[config.mk]
export PLATFORM = sky130hd
export DESIGN_NAME = lru_block_buffer_cache
export DESIGN_NICKNAME = d
export VERILOG_FILES = /design/src/hdl/lbc_pkg.sv /design/src/hdl/lbc_table.sv /design/src/hdl/lbc_ctrl.sv /design/src/hdl/lru_block_buffer_cache.sv
export SDC_FILE = /design/constraint.sdc
export NUM_CORES = 2
export LEC_CHECK = 0
export ABC_CLOCK_PERIOD_IN_PS = 6100
export BUFFER_PORTS_ARGS = -buffer_cell sky130_fd_sc_hd__buf_4
export CAP_MARGIN = 30
export CORE_UTILIZATION = 35
export DETAILED_ROUTE_END_ITERATION = 12
export GPL_TIMING_DRIVEN = 1
export PLACE_DENSITY = 0.61
export SYNTH_ARGS = -nofsm -noshare
export SYNTH_HDL_FRONTEND = slang
export SYNTH_HIERARCHICAL = 1
export SYNTH_SLANG_ARGS = --single-unit
[constraint.sdc]
create_clock -name clk_i -period 6.1 [get_ports clk_i]
set_clock_uncertainty 0.05 [all_clocks]
set_input_delay 0.915 -clock clk_i [delete_from_list [all_inputs] [get_ports clk_i]]
set_output_delay 0.915 -clock clk_i [all_outputs]
set_load 0.01 [all_outputs]
[src/hdl/lbc_pkg.sv]
// lbc_pkg: request and status codes, controller states and the record types
// shared by the buffer cache controller, entry table and top level
// no dependencies
`default_nettype none

package lbc_pkg;

  localparam int unsigned DEV_W  = 8;
  localparam int unsigned BLK_W  = 32;
  localparam int unsigned CNT_W  = 8;
  localparam int unsigned SLOT_W = 5;

  localparam logic [CNT_W-1:0] COUNT_MAX = 8'd255;

  typedef enum logic [1:0] {
    REQ_GET     = 2'd0,
    REQ_RELEASE = 2'd1,
    REQ_PIN     = 2'd2,
    REQ_UNPIN   = 2'd3
  } req_e;

  typedef enum logic [1:0] {
    ST_OK        = 2'd0,
    ST_NO_FREE   = 2'd1,
    ST_UNDERFLOW = 2'd2,
    ST_OVERFLOW  = 2'd3
  } status_e;

  typedef enum logic [2:0] {
    S_IDLE,
    S_SCAN,
    S_GET_WR,
    S_SLOT_RD,
    S_SLOT_OP,
    S_SWEEP
  } state_e;

  typedef struct packed {
    logic [DEV_W-1:0] dev;
    logic [BLK_W-1:0] blk;
  } tag_t;

  typedef struct packed {
    logic             valid;
    logic [CNT_W-1:0] cnt;
  } meta_t;

  typedef struct packed {
    logic rd_en;
    logic wr_en;
  } tbl_ctl_t;

  typedef struct packed {
    logic              vld;
    logic [SLOT_W-1:0] slot;
    logic              hit;
    logic              rd;
    status_e           status;
  } res_t;

endpackage

`default_nettype wire

[src/hdl/lbc_table.sv]
// lbc_table: entry table memory with one write and one registered read port
// entries never written read back as their reset contents; uses lbc_pkg
`default_nettype none

module lbc_table import lbc_pkg::*; #(
  parameter int unsigned NUM_BUFFERS = 32,
  parameter int unsigned IW          = 5
) (
  input  wire logic          clk_i,
  input  wire logic          rst_ni,
  input  wire tbl_ctl_t      ctl_i,
  input  wire logic [IW-1:0] rd_addr_i,
  input  wire logic [IW-1:0] wr_addr_i,
  input  wire tag_t          wr_tag_i,
  input  wire meta_t         wr_meta_i,
  input  wire logic [IW-1:0] wr_rank_i,
  output tag_t               rd_tag_o,
  output meta_t              rd_meta_o,
  output logic [IW-1:0]      rd_rank_o
);

  tag_t          tag_mem  [NUM_BUFFERS];
  meta_t         meta_mem [NUM_BUFFERS];
  logic [IW-1:0] rank_mem [NUM_BUFFERS];

  logic [NUM_BUFFERS-1:0] written_q;

  tag_t          tag_rq;
  meta_t         meta_rq;
  logic [IW-1:0] rank_rq;
  logic [IW-1:0] idx_rq;
  logic          wrt_rq;

  always_ff @(posedge clk_i) begin
    if (ctl_i.wr_en) begin
      tag_mem[wr_addr_i]  <= wr_tag_i;
      meta_mem[wr_addr_i] <= wr_meta_i;
      rank_mem[wr_addr_i] <= wr_rank_i;
    end
    if (ctl_i.rd_en) begin
      tag_rq  <= tag_mem[rd_addr_i];
      meta_rq <= meta_mem[rd_addr_i];
      rank_rq <= rank_mem[rd_addr_i];
      wrt_rq  <= written_q[rd_addr_i];
      idx_rq  <= rd_addr_i;
    end
  end

  always_ff @(posedge clk_i or negedge rst_ni) begin
    if (!rst_ni) begin
      written_q <= '0;
    end else if (ctl_i.wr_en) begin
      written_q[wr_addr_i] <= 1'b1;
    end
  end

  // untouched entry: zero tag, not valid, no references, rank equal to its index
  always_comb begin
    if (wrt_rq) begin
      rd_tag_o  = tag_rq;
      rd_meta_o = meta_rq;
      rd_rank_o = rank_rq;
    end else begin
      rd_tag_o  = '0;
      rd_meta_o = '0;
      rd_rank_o = idx_rq;
    end
  end

endmodule

`default_nettype wire

[src/hdl/lbc_ctrl.sv]
// lbc_ctrl: request sequencer with the per-entry scan compare step
// walks the entry table one entry per cycle; uses lbc_pkg and drives lbc_table
`default_nettype none

module lbc_ctrl import lbc_pkg::*; #(
  parameter int unsigned NUM_BUFFERS = 32,
  parameter int unsigned IW          = 5
) (
  input  wire logic              clk_i,
  input  wire logic              rst_ni,
  input  wire logic              start_i,
  input  wire logic [1:0]        req_type_i,
  input  wire logic [DEV_W-1:0]  device_id_i,
  input  wire logic [BLK_W-1:0]  block_number_i,
  input  wire logic [SLOT_W-1:0] buffer_slot_i,
  output logic                   busy_o,
  output tbl_ctl_t               ctl_o,
  output logic [IW-1:0]          rd_addr_o,
  output logic [IW-1:0]          wr_addr_o,
  output tag_t                   wr_tag_o,
  output meta_t                  wr_meta_o,
  output logic [IW-1:0]          wr_rank_o,
  input  wire tag_t              rd_tag_i,
  input  wire meta_t             rd_meta_i,
  input  wire logic [IW-1:0]     rd_rank_i,
  output res_t                   res_o
);

  localparam int unsigned CW = IW + 1;
  localparam logic [CW-1:0] CNT_END  = CW'(NUM_BUFFERS);
  localparam logic [IW-1:0] RANK_TOP = IW'(NUM_BUFFERS - 1);

  state_e state_q, state_d;
  logic [CW-1:0] cnt_q, cnt_d;

  req_e              req_q, req_d;
  tag_t              tag_q, tag_d;
  logic [SLOT_W-1:0] slot_q, slot_d;

  logic          mfound_q, mfound_d;
  logic [IW-1:0] midx_q, midx_d;
  meta_t         mmeta_q, mmeta_d;
  logic [IW-1:0] mrank_q, mrank_d;
  logic          ffound_q, ffound_d;
  logic [IW-1:0] fidx_q, fidx_d;
  logic [IW-1:0] frank_q, frank_d;
  logic [IW-1:0] rank_q, rank_d;

  logic [IW-1:0] sidx;
  logic [IW-1:0] pidx;
  logic          in_range;
  logic          match;
  logic [CNT_W-1:0] cnt_dec;

  assign sidx     = IW'(slot_q);
  assign pidx     = IW'(cnt_q - CW'(1));
  assign in_range = {{(32 - SLOT_W){1'b0}}, slot_q} < 32'(NUM_BUFFERS);
  assign match    = (rd_tag_i.dev == tag_q.dev) && (rd_tag_i.blk == tag_q.blk);
  assign cnt_dec  = rd_meta_i.cnt - CNT_W'(1);

  always_ff @(posedge clk_i or negedge rst_ni) begin
    if (!rst_ni) begin
      state_q <= S_IDLE;
    end else begin
      state_q <= state_d;
    end
  end

  always_ff @(posedge clk_i) begin
    cnt_q    <= cnt_d;
    req_q    <= req_d;
    tag_q    <= tag_d;
    slot_q   <= slot_d;
    mfound_q <= mfound_d;
    midx_q   <= midx_d;
    mmeta_q  <= mmeta_d;
    mrank_q  <= mrank_d;
    ffound_q <= ffound_d;
    fidx_q   <= fidx_d;
    frank_q  <= frank_d;
    rank_q   <= rank_d;
  end

  always_comb begin
    state_d  = state_q;
    cnt_d    = cnt_q;
    req_d    = req_q;
    tag_d    = tag_q;
    slot_d   = slot_q;
    mfound_d = mfound_q;
    midx_d   = midx_q;
    mmeta_d  = mmeta_q;
    mrank_d  = mrank_q;
    ffound_d = ffound_q;
    fidx_d   = fidx_q;
    frank_d  = frank_q;
    rank_d   = rank_q;

    busy_o    = (state_q != S_IDLE);
    ctl_o     = '0;
    rd_addr_o = IW'(cnt_q);
    wr_addr_o = sidx;
    wr_tag_o  = rd_tag_i;
    wr_meta_o = rd_meta_i;
    wr_rank_o = rd_rank_i;
    res_o     = '0;
    res_o.status = ST_OK;

    case (state_q)
      S_IDLE: begin
        if (start_i) begin
          req_d    = req_e'(req_type_i);
          tag_d    = '{dev: device_id_i, blk: block_number_i};
          slot_d   = buffer_slot_i;
          cnt_d    = '0;
          mfound_d = 1'b0;
          ffound_d = 1'b0;
          state_d  = (req_e'(req_type_i) == REQ_GET) ? S_SCAN : S_SLOT_RD;
        end
      end

      // read entry cnt, compare entry cnt-1 that came back from the table
      S_SCAN: begin
        ctl_o.rd_en = (cnt_q != CNT_END);
        if (cnt_q != '0) begin
          if (match && (!mfound_q || rd_rank_i > mrank_q)) begin
            mfound_d = 1'b1;
            midx_d   = pidx;
            mmeta_d  = rd_meta_i;
            mrank_d  = rd_rank_i;
          end
          if ((rd_meta_i.cnt == '0) && (!ffound_q || rd_rank_i < frank_q)) begin
            ffound_d = 1'b1;
            fidx_d   = pidx;
            frank_d  = rd_rank_i;
          end
        end
        if (cnt_q == CNT_END) begin
          state_d = S_GET_WR;
        end else begin
          cnt_d = cnt_q + CW'(1);
        end
      end

      S_GET_WR: begin
        res_o.vld = 1'b1;
        wr_tag_o  = tag_q;
        if (mfound_q) begin
          res_o.slot = SLOT_W'(midx_q);
          res_o.hit  = 1'b1;
          if (mmeta_q.cnt == COUNT_MAX) begin
            res_o.status = ST_OVERFLOW;
          end else begin
            ctl_o.wr_en = 1'b1;
            wr_addr_o   = midx_q;
            wr_meta_o   = '{valid: 1'b1, cnt: mmeta_q.cnt + CNT_W'(1)};
            wr_rank_o   = mrank_q;
            res_o.rd    = !mmeta_q.valid;
          end
        end else if (ffound_q) begin
          ctl_o.wr_en = 1'b1;
          wr_addr_o   = fidx_q;
          wr_meta_o   = '{valid: 1'b1, cnt: CNT_W'(1)};
          wr_rank_o   = frank_q;
          res_o.slot  = SLOT_W'(fidx_q);
          res_o.rd    = 1'b1;
        end else begin
          res_o.status = ST_NO_FREE;
        end
        state_d = S_IDLE;
      end

      S_SLOT_RD: begin
        ctl_o.rd_en = in_range;
        rd_addr_o   = sidx;
        state_d     = S_SLOT_OP;
      end

      S_SLOT_OP: begin
        res_o.slot = slot_q;
        state_d    = S_IDLE;
        if (in_range) begin
          case (req_q)
            REQ_PIN: begin
              if (rd_meta_i.cnt == COUNT_MAX) begin
                res_o.status = ST_OVERFLOW;
              end else begin
                ctl_o.wr_en   = 1'b1;
                wr_meta_o.cnt = rd_meta_i.cnt + CNT_W'(1);
              end
            end
            REQ_RELEASE, REQ_UNPIN: begin
              if (rd_meta_i.cnt == '0) begin
                res_o.status = ST_UNDERFLOW;
              end else if ((req_q == REQ_RELEASE) && (cnt_dec == '0)) begin
                // last reference dropped: reorder ranks, the entry itself
                // is written during the sweep
                rank_d  = rd_rank_i;
                cnt_d   = '0;
                state_d = S_SWEEP;
              end else begin
                ctl_o.wr_en   = 1'b1;
                wr_meta_o.cnt = cnt_dec;
              end
            end
            default: begin
            end
          endcase
        end
        res_o.vld = (state_d == S_IDLE);
      end

      // entries above the released rank step down, released entry goes on top
      S_SWEEP: begin
        ctl_o.rd_en = (cnt_q != CNT_END);
        wr_addr_o   = pidx;
        if (cnt_q != '0) begin
          if (pidx == sidx) begin
            ctl_o.wr_en   = 1'b1;
            wr_meta_o.cnt = '0;
            wr_rank_o     = RANK_TOP;
          end else if (rd_rank_i > rank_q) begin
            ctl_o.wr_en = 1'b1;
            wr_rank_o   = rd_rank_i - IW'(1);
          end
        end
        if (cnt_q == CNT_END) begin
          res_o.vld  = 1'b1;
          res_o.slot = slot_q;
          state_d    = S_IDLE;
        end else begin
          cnt_d = cnt_q + CW'(1);
        end
      end

      default: begin
        state_d = S_IDLE;
      end
    endcase
  end

endmodule

`default_nettype wire

[src/hdl/lru_block_buffer_cache.sv]
// Buffer cache with reference counts and least-recently-used replacement.
// An item is taken when start is high and busy is low; its result shows on
// the result ports for exactly one cycle with done_o high, and cannot be held
// off. A get walks the whole entry table through its single read port, one
// entry per cycle, before it answers; a release that drops the last reference
// walks the whole table to reorder ranks before it answers; pin, unpin and
// other releases read and update only their own slot. busy falls in the cycle
// the result appears, so the next item may be taken at the edge ending it.
// No clearing pass is needed after reset.
// depends on lbc_pkg, lbc_ctrl and lbc_table
`default_nettype none

module lru_block_buffer_cache import lbc_pkg::*; #(
  parameter int unsigned NUM_BUFFERS = 32
) (
  input  wire logic              clk_i,
  input  wire logic              rst_ni,
  input  wire logic              start,
  output logic                   busy,
  input  wire logic [1:0]        req_type_i,
  input  wire logic [DEV_W-1:0]  device_id_i,
  input  wire logic [BLK_W-1:0]  block_number_i,
  input  wire logic [SLOT_W-1:0] buffer_slot_i,
  output logic                   done_o,
  output logic [SLOT_W-1:0]      slot_out_o,
  output logic                   was_hit_o,
  output logic                   needs_read_o,
  output logic [1:0]             status_o
);

  localparam int unsigned IW = $clog2(NUM_BUFFERS);

  tbl_ctl_t      ctl;
  logic [IW-1:0] rd_addr, wr_addr, wr_rank, rd_rank;
  tag_t          wr_tag, rd_tag;
  meta_t         wr_meta, rd_meta;
  res_t          res;

  logic              vld_q;
  logic [SLOT_W-1:0] slot_q;
  logic              hit_q;
  logic              rd_q;
  status_e           status_q;

  lbc_ctrl #(
    .NUM_BUFFERS(NUM_BUFFERS),
    .IW         (IW)
  ) u_ctrl (
    .clk_i         (clk_i),
    .rst_ni        (rst_ni),
    .start_i       (start),
    .req_type_i    (req_type_i),
    .device_id_i   (device_id_i),
    .block_number_i(block_number_i),
    .buffer_slot_i (buffer_slot_i),
    .busy_o        (busy),
    .ctl_o         (ctl),
    .rd_addr_o     (rd_addr),
    .wr_addr_o     (wr_addr),
    .wr_tag_o      (wr_tag),
    .wr_meta_o     (wr_meta),
    .wr_rank_o     (wr_rank),
    .rd_tag_i      (rd_tag),
    .rd_meta_i     (rd_meta),
    .rd_rank_i     (rd_rank),
    .res_o         (res)
  );

  lbc_table #(
    .NUM_BUFFERS(NUM_BUFFERS),
    .IW         (IW)
  ) u_table (
    .clk_i    (clk_i),
    .rst_ni   (rst_ni),
    .ctl_i    (ctl),
    .rd_addr_i(rd_addr),
    .wr_addr_i(wr_addr),
    .wr_tag_i (wr_tag),
    .wr_meta_i(wr_meta),
    .wr_rank_i(wr_rank),
    .rd_tag_o (rd_tag),
    .rd_meta_o(rd_meta),
    .rd_rank_o(rd_rank)
  );

  always_ff @(posedge clk_i or negedge rst_ni) begin
    if (!rst_ni) begin
      vld_q <= 1'b0;
    end else begin
      vld_q <= res.vld;
    end
  end

  always_ff @(posedge clk_i) begin
    if (res.vld) begin
      slot_q   <= res.slot;
      hit_q    <= res.hit;
      rd_q     <= res.rd;
      status_q <= res.status;
    end
  end

  assign done_o       = vld_q;
  assign slot_out_o   = slot_q;
  assign was_hit_o    = hit_q;
  assign needs_read_o = rd_q;
  assign status_o     = status_q;

endmodule

`default_nettype wire

==> flow_summary.ini <==
[status]
status = finished, final reports clean

[clock_tree]
cts_buffer_depth = 3
cts_tree = built
htree_levels = 4
clk_latency_ps = 840
root_buffer = clkbuf_16
cts_setup_buffers = 0
cts_sinks = 1922
path_clk_slew_ps = 60
cts_made_buffers = 192

[logic_synthesis]
synth_seq_cells = 1922
synthCells = 4613
synth_edf_count = 1886
ys_seq_area_share_pct = 74.65
synth_cell_types = 69
yosys_warnings = 6
ys.flop_type = edfxtp_1
syn_avg_cell_area_sq_um = 16.71
synth-async-reset-ratio_pct = 1.873
syn_area_sq_um = 77070
synth_nets = 4685

[power_and_ir_drop]
p_leak_nw = 30.22
internal_power_mw = 28.68
p_clk_share_pct = 25.4
powerDensity_nw_per_um2 = 498.9
comb_power_share_pct = 34.5
ir_drop_v = 0.0003826
seqPwrFrac_pct = 40.1
p_sw_mw = 15.27
switching_share_pct = 34.75

[grt]
grt_antenna_before_repair = 5
gr-total-overflow = 0
track_usage_pct = 17.45
grt_pass1_vias = 40430
grt_pass1_wl_microns = 283800
grt_max_degree = 86

[worst_setup_path]
critPathCaptureType = register
reg2regPathDepth = 10
critPathMaxFanout = 22
cp-start-kind = register
criticalPathCategory = register to register
rr_endpoint = u_table/tag_mem[16][16]
r2r_slack_ps = 860
worstPathArrival_ps = 5680
cp.required_ps = 6540
rr_startpoint = u_table/wrt_rq

[placed_design]
gp_congestion = 0.8259
post-dp-hpwl_microns = 113600
io_buffers = 60
placed_area_sq_um = 82040

[cells_and_area]
finalInstanceArea_sq_um = 88090
drive_gt1_share_pct = 12.10
layout.nets = 4872
area_growth_pct = 14.29

[worst_hold_path]
hp-start = device_id_i[2]
hp-class = primary input to register
hold_path_depth = 1
whs_endpoint = u_ctrl/tag_q[34]

[sta]
maxSlewViolCount = 0
max_freq_ghz = 0.1907
slew_headroom_pct = 30.68
tightest_slew_ps = 1040
finalCritPeriodShare_pct = 85.94
rsz0062_at_grt = false
setup_viol = 0
finalSetupTns_ps = 0
min_period_ps = 5243
final_hold_viol_count = 0

[detailed_routing]
drt_wl_total_microns = 198000
vias = 41610
drtIter0Drc = 4638
vias_per_cell = 5.331
drt_first_pass_iters = 6
drc = 0
routedWlPerCell_microns = 25.37
antenna_left = 0

[floorplan]
num_rows = 171
core_area_sq_um = 218000
ios = 61
dieArea_sq_um = 222100
die_x_microns = 471.3
floorplan.initialDensity_pct = 35.35
dieHeight_microns = 471.3

[run]
maxCapViolations = 0
==> critical path, stage by stage, from the launching register on <==
cell and delay [ps]:
edfxtp_1 800, mux2_2 490, ha_1 340, nand3_1 110, o21bai_1 180, a311oi_2 610
o21ai_0 320, nand3_1 310, or3b_2 710, nor2_4 670, buf_12 290
==> synth_stat cells, types with 5 or more instances <==
cell type	count	area, sq um
a211o_1	5	43.79
a21o_1	8	60.06
a21oi_1	183	915.9
a222oi_1	6	60.06
a22o_1	111	972.2
a22oi_1	171	1284
a31oi_1	65	406.6
and2_1	58	362.9
buf_1	11	41.29
buf_2	51	255.2
buf_4	47	352.8
buf_6	46	518.0
clkbuf_1	96	360.4
dfrtp_1	36	900.9
edfxtp_1	1886	56630
ha_1	22	275.3
inv_1	32	120.1
mux2_2	12	135.1
mux2i_1	884	8848
nand2_1	324	1216
nand2b_1	12	75.07
nand3_1	189	945.9
nand3b_1	7	52.55
nand4_1	8	50.05
nor2_1	70	262.8
nor2b_1	7	43.79
nor3_1	68	340.3
nor4_1	6	37.54
o21ai_0	23	115.1
o22ai_1	7	43.79
or2_1	7	43.79
or2_2	28	175.2
xnor2_1	36	315.3
xor2_1	27	236.5
==> power groups by stage <==
stage / registers (mW) / clock network [mW] / logic, mW
5_1_grt: 17.7 / 11.8 / 16.2
4_1_cts: 17.6 / 11.3 / 15.1
6_report: 17.6 / 11.2 / 15.2
3_5_place_dp: 17.9 / 0 / 15.0
3_3_place_gp: 17.9 / 0 / 14.5
2_1_floorplan: 17.7 / 0 / 9.79
==> final cells by class <==
| cell class | count | area (sq um) |
|---|---|---|
| antenna | 1 | 2.502 |
| clock buffer | 248 | 5067 |
| clock inverter | 96 | 844.6 |
| fill | 19360 | 129900 |
| inverter | 32 | 120.1 |
| multi-input combinational | 2403 | 18200 |
| sequential | 1922 | 57540 |
| tap | 2854 | 3571 |
| timing repair buffer | 249 | 2749 |
==> stage by stage <==
step | instances | hold slack, ps | power (mW) | setup slack (ps) | utilization (%)
6_report | 7805 | 197.7 | 43.95 | 857.4 | 40.40
3_5_place_dp | 7454 | 398.8 | 32.95 | 899.7 | 37.63
5_1_grt | 7805 | 157.8 | 45.66 | 584.3 | 40.40
3_3_place_gp | 7432 | 397.3 | 32.47 | 901.0 | 37.40
4_1_cts | 7799 | 127.2 | 44.06 | 849.1 | 40.34
2_1_floorplan | 4613 | 382.9 | 27.53 | 80.67 | -
==> repair_timing <==
action                    CTS  global route
hold buffers                1             0
resized for setup           0             0
hold endpoints to repair    1             0
==> logic make-up (layout without fill, tap and decap cells) <==
group	count (synthesis)	after routing	share of synthesized area [%]
other cells	0	1	0
xor+xnor	63	63	0.7159
simple gates	808	808	4.960
flops	1922	1922	74.65
fa+ha+maj	22	22	0.3571
compound gates	614	614	5.463
buf+inv	288	625	2.197
mux	896	896	11.66
==> flip-flops by register name (all words and copies together), names as in the netlist, 6 cells and up <==
signal and count:
u_ctrl/cnt_q 6, u_ctrl/mmeta_q 9, u_ctrl/tag_q 40, u_table/meta_mem 288
u_table/meta_rq 9, u_table/rank_mem 160, u_table/tag_mem 1280, u_table/tag_rq 40
u_table/written_q 32
==> how the worst max path moves through the flow <==
stage                              start                      end
final                     u_table/wrt_rq  u_table/tag_mem[16][16]
after global routing      u_table/wrt_rq  u_table/tag_mem[16][16]
after CTS                 u_table/wrt_rq  u_table/tag_mem[16][34]
after detailed placement  u_table/wrt_rq  u_table/tag_mem[16][21]
after global placement    u_table/wrt_rq  u_table/tag_mem[16][21]
after floorplan           u_table/wrt_rq  u_table/meta_mem[28][0]
==> cell usage in the layout, fill, tap and decap left out, drive strengths merged, types with 5 or more instances in the layout <==
cell type / n
mux2i: 884
nand3b: 7
nor3: 70
edfxtp: 1886
o21ai: 27
xor2: 27
buf: 248
dfrtp: 36
clkinv: 79
or2: 35
a22oi: 171
a222oi: 6
nand4: 8
a221o: 5
nor2b: 8
a211o: 5
mux2: 12
xnor2: 36
a31oi: 65
nor2: 70
clkbuf: 248
nand2: 324
a21oi: 183
and2: 58
a21o: 8
ha: 22
a22o: 111
bufinv: 9
inv: 39
o22ai: 7
nor4: 6
nand3: 189
nand2b: 13
==> routing by layer <==
layer / up-vias / track usage [%] / routed length, microns
met5: - / 0 / 0
met4: 0 / 5.559 / 5643
met3: 264 / 3.693 / 14860
met2: 1510 / 28.09 / 93520
met1: 21430 / 23.51 / 83970
li1: 18410 / - / -
Power figures use the tool's default switching activity.
